===== src/hw/rtl/pncc_pkg.sv =====
package pncc_pkg;

	localparam int DEF_MAX_INPUT_DIMS   = 64;
	localparam int DEF_MAX_REDUCED_DIMS = 16;
	localparam int DEF_MAX_CLASSES      = 16;

	localparam int MODE_W     = 2;
	localparam int ROW_W      = 6;
	localparam int COL_W      = 4;
	localparam int VAL_W      = 32;
	localparam int CLS_W      = 4;
	localparam int CFG_IDX_W  = 3;
	localparam int CFG_DATA_W = 7;

	localparam logic [MODE_W-1:0] MODE_LOAD_FIRST  = 2'd0;
	localparam logic [MODE_W-1:0] MODE_LOAD_SECOND = 2'd1;
	localparam logic [MODE_W-1:0] MODE_LOAD_MEAN   = 2'd2;
	localparam logic [MODE_W-1:0] MODE_SAMPLE      = 2'd3;

	localparam logic [CFG_IDX_W-1:0] CFG_NUM_CLASSES     = 3'd0;
	localparam logic [CFG_IDX_W-1:0] CFG_INPUT_DIMS      = 3'd1;
	localparam logic [CFG_IDX_W-1:0] CFG_REDUCED_DIMS    = 3'd2;
	localparam logic [CFG_IDX_W-1:0] CFG_FISHER_DIMS     = 3'd3;
	localparam logic [CFG_IDX_W-1:0] CFG_DISTANCE_METHOD = 3'd4;

	typedef enum logic [1:0] {
		OP_MAC1,
		OP_MAC2,
		OP_DIST
	} op_t;

	typedef enum logic [2:0] {
		ST_IDLE,
		ST_MAC1,
		ST_WAIT1,
		ST_MAC2,
		ST_WAIT2,
		ST_DIST,
		ST_WAIT3,
		ST_FINISH
	} state_t;

	typedef struct packed {
		logic accept;
		logic issue;
		op_t  op;
		logic first;
		logic grp_last;
		logic finish;
		logic no_class;
	} cmd_t;

	typedef struct packed {
		logic busy;
		logic out_hold;
	} status_t;

	function automatic int clamp_cnt(int v, int hi);
		int r;
		r = v;
		if (v < 1) r = 1;
		else if (v > hi) r = hi;
		return r;
	endfunction

	function automatic logic signed [31:0] sat32(logic signed [48:0] x);
		logic signed [31:0] r;
		r = x[31:0];
		if (x > 49'sh0_7FFF_FFFF) r = 32'sh7FFF_FFFF;
		else if (x < -49'sh0_8000_0000) r = 32'sh8000_0000;
		return r;
	endfunction

endpackage


===== src/hw/rtl/pncc_ctrl.sv =====
module pncc_ctrl import pncc_pkg::*; #(
	parameter int MAX_INPUT_DIMS   = DEF_MAX_INPUT_DIMS,
	parameter int MAX_REDUCED_DIMS = DEF_MAX_REDUCED_DIMS,
	parameter int MAX_CLASSES      = DEF_MAX_CLASSES,
	localparam int RW  = (MAX_REDUCED_DIMS > 1) ? $clog2(MAX_REDUCED_DIMS) : 1,
	localparam int CLW = $clog2(MAX_CLASSES),
	localparam int ICW = $clog2(MAX_INPUT_DIMS + 1),
	localparam int RCW = $clog2(MAX_REDUCED_DIMS + 1),
	localparam int CCW = $clog2(MAX_CLASSES + 1)
) (
	input  logic              clk,
	input  logic              arst_n,
	input  logic              in_valid,
	output logic              in_stall,
	input  logic [MODE_W-1:0] mode,
	input  logic [ROW_W-1:0]  row_index,
	input  logic              last,
	input  logic [CCW-1:0]    nc,
	input  logic [ICW-1:0]    nin,
	input  logic [RCW-1:0]    nred,
	input  logic [RCW-1:0]    nfis,
	input  logic              method,
	input  status_t           st,
	output cmd_t              cmd,
	output logic [RW-1:0]     r_idx,
	output logic [RW-1:0]     k_idx,
	output logic [CLW-1:0]    c_idx
);

	state_t         state_q, state_d;
	logic [RW-1:0]  r_q, r_d, k_q, k_d;
	logic [CLW-1:0] c_q, c_d;
	logic           last_q, last_d;
	logic           r_end, k_end, c_end;

	assign r_end = (RCW'(r_q) == nred - RCW'(1));
	assign k_end = (RCW'(k_q) == nfis - RCW'(1));
	assign c_end = (CCW'(c_q) == nc - CCW'(1));
	assign r_idx = r_q;
	assign k_idx = k_q;
	assign c_idx = c_q;

	always_ff @(posedge clk or negedge arst_n) begin
		if (!arst_n) begin
			state_q <= ST_IDLE;
			r_q     <= '0;
			k_q     <= '0;
			c_q     <= '0;
			last_q  <= 1'b0;
		end else begin
			state_q <= state_d;
			r_q     <= r_d;
			k_q     <= k_d;
			c_q     <= c_d;
			last_q  <= last_d;
		end
	end

	always_comb begin
		state_d  = state_q;
		r_d      = r_q;
		k_d      = k_q;
		c_d      = c_q;
		last_d   = last_q;
		cmd      = '0;
		cmd.op   = OP_MAC1;
		in_stall = (state_q != ST_IDLE);
		case (state_q)
			ST_IDLE: begin
				if (in_valid) begin
					cmd.accept = 1'b1;
					if (mode == MODE_SAMPLE) begin
						last_d = last;
						r_d    = '0;
						k_d    = '0;
						c_d    = '0;
						if (int'(row_index) < int'(nin)) begin
							state_d = ST_MAC1;
						end else if (last) begin
							state_d = method ? ST_FINISH : ST_MAC2;
						end
					end
				end
			end
			ST_MAC1: begin
				cmd.issue = 1'b1;
				cmd.op    = OP_MAC1;
				if (r_end) begin
					r_d     = '0;
					state_d = ST_WAIT1;
				end else begin
					r_d = r_q + RW'(1);
				end
			end
			ST_WAIT1: begin
				if (!st.busy) begin
					if (!last_q) state_d = ST_IDLE;
					else state_d = method ? ST_FINISH : ST_MAC2;
				end
			end
			ST_MAC2: begin
				cmd.issue    = 1'b1;
				cmd.op       = OP_MAC2;
				cmd.first    = (r_q == '0);
				cmd.grp_last = r_end;
				if (r_end) begin
					r_d = '0;
					if (k_end) begin
						k_d     = '0;
						state_d = ST_WAIT2;
					end else begin
						k_d = k_q + RW'(1);
					end
				end else begin
					r_d = r_q + RW'(1);
				end
			end
			ST_WAIT2: begin
				if (!st.busy) state_d = ST_DIST;
			end
			ST_DIST: begin
				cmd.issue    = 1'b1;
				cmd.op       = OP_DIST;
				cmd.first    = (k_q == '0);
				cmd.grp_last = k_end;
				if (k_end) begin
					k_d = '0;
					if (c_end) begin
						c_d     = '0;
						state_d = ST_WAIT3;
					end else begin
						c_d = c_q + CLW'(1);
					end
				end else begin
					k_d = k_q + RW'(1);
				end
			end
			ST_WAIT3: begin
				if (!st.busy) state_d = ST_FINISH;
			end
			ST_FINISH: begin
				// hold until the output register can take the word
				if (!st.out_hold) begin
					cmd.finish   = 1'b1;
					cmd.no_class = method;
					state_d      = ST_IDLE;
				end
			end
			default: begin
				state_d = ST_IDLE;
			end
		endcase
	end

endmodule


===== config.mk =====
export PLATFORM = sky130hd
export DESIGN_NAME = pncc_ctrl
export DESIGN_NICKNAME = d
export VERILOG_FILES = /design/src/hw/rtl/pncc_pkg.sv /design/src/hw/rtl/pncc_ctrl.sv
export SDC_FILE = /design/constraint.sdc
export NUM_CORES = 1
export LEC_CHECK = 0
export ABC_AREA = 1
export BUFFER_PORTS_ARGS = -buffer_cell sky130_fd_sc_hd__buf_2
export CAP_MARGIN = 10
export CORE_MARGIN = 8
export CORE_UTILIZATION = 50
export CTS_BUF_LIST = sky130_fd_sc_hd__clkbuf_2 sky130_fd_sc_hd__clkbuf_4 sky130_fd_sc_hd__clkbuf_8
export CTS_CLUSTER_SIZE = 28
export DETAILED_ROUTE_END_ITERATION = 12
export PLACE_DENSITY = 0.8
export SLEW_MARGIN = 10
export SYNTH_ARGS = -nofsm -noshare
export SYNTH_HDL_FRONTEND = slang
export SYNTH_SLANG_ARGS = --single-unit

===== constraint.sdc =====
create_clock -name clk -period 1.52 [get_ports clk]
set_input_delay 0.228 -clock clk [delete_from_list [all_inputs] [get_ports clk]]
set_output_delay 0.228 -clock clk [all_outputs]
set_load 0.01 [all_outputs]

After elaboration in Yosys (flattened, before gate mapping)
Index checks and enable logic that the tools add are counted.
{"block": "classes", "n_addsub": 6, "multipliers": 0, "div_mod_pow": 0, "order_cmp": 1, "eq_ne": 23, "shifts": 0, "mux": 32, "bitwise": 0, "reduce_logical": 13}
{"op": "3-bit two-way mux", "n": 15}
{"op": "4-bit two-way mux", "n": 7}
{"op": "3-bit one-hot mux with 8 select lines", "n": 1}
{"op": "2-bit != test (second input constant)", "n": 11}
{"op": "4-bit one-hot mux with 2 select lines", "n": 2}
{"op": "4-bit by 5-bit == test with 1-bit output", "n": 3}
{"op": "5-bit by 1-bit subtractor with 5-bit output (second input constant)", "n": 3}
{"op": "4-bit by 1-bit adder with 4-bit output (second input constant)", "n": 3}
{"op": "3-bit == test (second input constant)", "n": 4}
{"op": "4-bit one-hot mux with 3 select lines", "n": 1}
{"op": "12-bit AND reduction", "n": 1}
{"op": "3-bit one-hot mux with 3 select lines", "n": 1}
{"op": "4-bit zero test", "n": 2}
{"op": "4-bit AND reduction", "n": 2}
{"op": "6-bit by 7-bit < comparator with 1-bit output", "n": 1}
{"op": "3-bit by 2-bit == test with 1-bit output (second input constant)", "n": 2}
{"op": "3-bit AND reduction", "n": 2}
{"op": "3-bit nonzero test", "n": 2}
{"op": "2-bit two-way mux", "n": 2}
{"op": "2-bit one-hot mux with 2 select lines", "n": 1}
{"op": "2-bit nonzero test", "n": 2}
{"op": "3-bit by 1-bit == test with 1-bit output (second input constant)", "n": 1}
{"op": "3-bit zero test", "n": 1}
{"op": "3-bit != test (second input constant)", "n": 1}
{"op": "other kinds (3)", "n": 4}
{"block": "totals", "regBits": 16, "latchBits": 0, "ramBits": 0, "mem_bits_ro": 0, "input_bits": 37, "elab_cells": 80, "mem_count": 0}

Longest topological paths before layout
{"block": "logic_depth", "ltp_word": 6, "depth_mapped": 14, "mapped_depth_nobuf": 14}

Worst setup path before layout
No wires, ideal clock.
{"block": "synth_timing", "path_type": "input-to-output", "from": "input port nred[0]", "to": "output port cmd[2] (netlist name)", "arrival_ps": 1266, "required_ps": 1292, "path_slack_ps": 26, "path_stages": 7, "n_path_buf": 0, "cell_sequence": "inv_1 ha_1 xor2_1 nand3_1 nor2_1 nand3_1 o21ai_0"}
{"element": "start: declaration", "line": "pncc_ctrl.sv:20", "source": "input logic [RCW-1:0] nred,"}
{"element": "end: declaration", "line": "pncc_ctrl.sv:24", "source": "output cmd_t cmd,"}

==> impl_metrics.json <==
{
  "async_reset_ff_frac": 1.00,
  "report.final.slew_viol_count": 0,
  "core_sq_um": 3280,
  "die_y_microns": 74.2,
  "critPathCaptureType": "output pin",
  "grt_max_degree": 17,
  "cts_tree": "built",
  "p_switching_mw": 1.71,
  "hold_path_class": "in -> reg",
  "dieArea_sq_um": 5510,
  "clockBufferDepth": 2,
  "clkLatencyLatePin_ps": 290,
  "synth_edf_count": 0,
  "cts_buffers": 3,
  "route.detailed.drc": 0,
  "synth.avg_cell_area_sq_um": 6.14,
  "hold_viol_final": 0,
  "drv_cap": 0,
  "drt_iter0_markers": 64,
  "utilization": 0.765,
  "die_w_microns": 74.2,
  "fin_worst_skew_ps": 2.81,
  "wirelength_mm": 4.87,
  "n_antenna_cell": 0,
  "initial_core_util": 0.516,
  "comb_power_share": 0.694,
  "worstPathRequired_ps": 1290,
  "layout-drive-gt1-share": 0.390,
  "syn_area_sq_um": 1690,
  "yosys_warnings": 0,
  "routedWlPerCell_microns": 11.6,
  "post-route-min-period_ps": 1770,
  "grt_pass1_vias": 1826,
  "grt_usage": 0.163,
  "p_leak_nw": 1.47,
  "period_share": 1.17,
  "num_rows": 21,
  "numPlacedInstances": 397,
  "violations": "negative setup slack",
  "syn_nets": 326,
  "fmax_ghz": 0.565,
  "pin_count": 58,
  "status": "complete, but fails checks",
  "stdcell_count": 420,
  "fin_tns_setup_ps": -697,
  "yosysSeqAreaShare": 0.236,
  "sequentialPowerShare": 0.240,
  "holdWs_ps": 210,
  "via_count": 2081,
  "vdd_drop_max_mv": 0.745,
  "gr-total-overflow": 0,
  "first_pass_iters": 4,
  "area_delta_synth_final_pct": 48.2,
  "place.gp.congestion": 0.847,
  "clock-sinks": 16,
  "swShare": 0.490,
  "layout.nets": 426,
  "synth_cell_types": 26,
  "worst-path-max-fanout": 5,
  "root_buffer": "clkbuf_4",
  "grt_pass1_wl_mm": 7.40,
  "io_buffers": 57,
  "synth-seq-cells": 16,
  "worstMarginPinSlew_ps": 386,
  "hpwl_mm": 3.59,
  "post_drt_via_cell_ratio": 4.95,
  "power_mw": 3.48,
  "critPathArrivalTime_ps": 1540,
  "rsz0062_at_grt": "true",
  "synth_flop_cell": "dfrtp_1",
  "drt.antenna.violating_nets": 0,
  "critPathKind": "reg -> out",
  "htree_levels": 1,
  "antenna_found_initial": 0,
  "clk_pin_slew_ps": 100,
  "power.internal_mw": 1.77,
  "setup_ws_ps": -251,
  "clock_power_share": 0.066,
  "p_per_area_nw_per_um2": 1390,
  "relSlewSlack": 0.742,
  "setup_viol_count_final": 12,
  "syn_inst": 276,
  "cp-start-kind": "flip-flop"
}
cell usage after synthesis, drive strengths merged (2+ instances only):
cell type	number	share of area
nand2	87	0.20
inv	51	0.11
nor2	28	0.075
nand3	24	0.071
o21ai	18	0.055
dfrtp	16	0.24
ha	13	0.096
a21oi	10	0.030
xor2	7	0.036
nand4	6	0.022
nor3	4	0.012
xnor2	3	0.016
clkinv	2	0.0052
nand3b	2	0.0089
critical path: stages (launching register included):
cell     delay (ps)
dfrtp_1         430
inv_2            70
nand2_1          60
nand2_1          40
nand2_1          60
nand2_1          50
nor2_1          100
nand2_1         100
inv_2            80
nand2_2          70
o21ai_2          50
buf_2           150
flip-flops by register name (all words and copies together), names as in the netlist:
| register | cells |
|---|---|
| last_q | 1 |
| state_q | 3 |
| r_idx | 4 |
| k_idx | 4 |
| c_idx | 4 |
timing repair:
action                                  CTS  global route
endpoints found under the setup margin    6            19
hold endpoints to repair                 16             0
pin swaps                                 2            17
setup buffers                            10            10
hold buffers                              1             0
resized for setup                        15            30
cloned                                    0             0
cell type report:
| class | instances | area (sq um) |
|---|---|---|
| well taps | 46 | 57.6 |
| multi-input cells | 206 | 1200 |
| inverters | 53 | 210 |
| fillers | 248 | 773 |
| flip-flops and latches | 16 | 404 |
| repair buffers | 96 | 617 |
| clock buffers | 3 | 22.5 |
cell families (layout without fill, tap and decap cells):
family	Yosys count	count (layout)	share of synthesized area
simple gates	153	153	0.397
buf+inv	54	152	0.125
flops	16	16	0.236
fa+ha+maj	13	13	0.0960
compound gates	30	30	0.0938
xor+xnor	10	10	0.0517
cells in the final DEF (no fill, tap or decap), types with 2 or more instances in the layout:
cell and instances:
nand2_1 77, buf_2 55, inv_1 35, buf_4 34
nand3_1 22, nor2_1 21, inv_2 14, dfrtp_1 13
ha_1 12, o21ai_1 11, a21oi_1 8, xor2_1 7
nand4_1 6, nand2_2 5, o21ai_0 5, buf_6 5
nand2_4 4, nor2_4 4, nor2_2 3, xnor2_1 3
clkbuf_4 3, dfrtp_2 3, inv_4 2, nor3_2 2
nand3_2 2, nand3b_1 2, a21oi_2 2, nor3_1 2
path summary, 6_finish.rpt:
path | startpoint | end | slack [ps] | cells after the start
setup / recovery | k_idx[3] | cmd[2] | -250 | 11
hold / removal | last | last_q | 210 | 3
setup reg to reg | k_idx[3] | state_q[0] | -80 | 12
hold reg to reg | last_q | last_q | 550 | 2
max in group asynchronous | arst_n | state_q[1] | 870 | 2
min in group asynchronous | arst_n | k_idx[0] | 370 | 2
metrics by stage:
stage | area (sq um) | setup slack (ps)
final | 2510 | -251
after CTS | 2310 | -224
after global placement | 2170 | -180
after global routing | 2510 | -371
after detailed placement | 2170 | -233
after floorplan | 1690 | 26.4
power by group through the flow:
| stage | sequential [mW] | combinational, mW | clock (mW) |
|---|---|---|---|
| floorplan | 0.826 | 1.22 | 0 |
| global route | 0.861 | 2.68 | 0.243 |
| global placement | 0.799 | 1.84 | 0 |
| detailed placement | 0.803 | 1.88 | 0 |
| finish | 0.835 | 2.42 | 0.230 |
| CTS | 0.812 | 2.09 | 0.225 |
routing by layer:
| layer | global-route usage | share of wire | up-vias | routed length [microns] |
|---|---|---|---|---|
| li1 | - | - | 1065 | - |
| met1 | 0.187 | 0.40 | 938 | 1960 |
| met2 | 0.298 | 0.52 | 64 | 2520 |
| met3 | 0.0364 | 0.066 | 14 | 320 |
| met4 | 0.0348 | 0.014 | 0 | 68 |
| met5 | 0 | 0 | - | 0 |
Power figures use the tool's default switching activity.
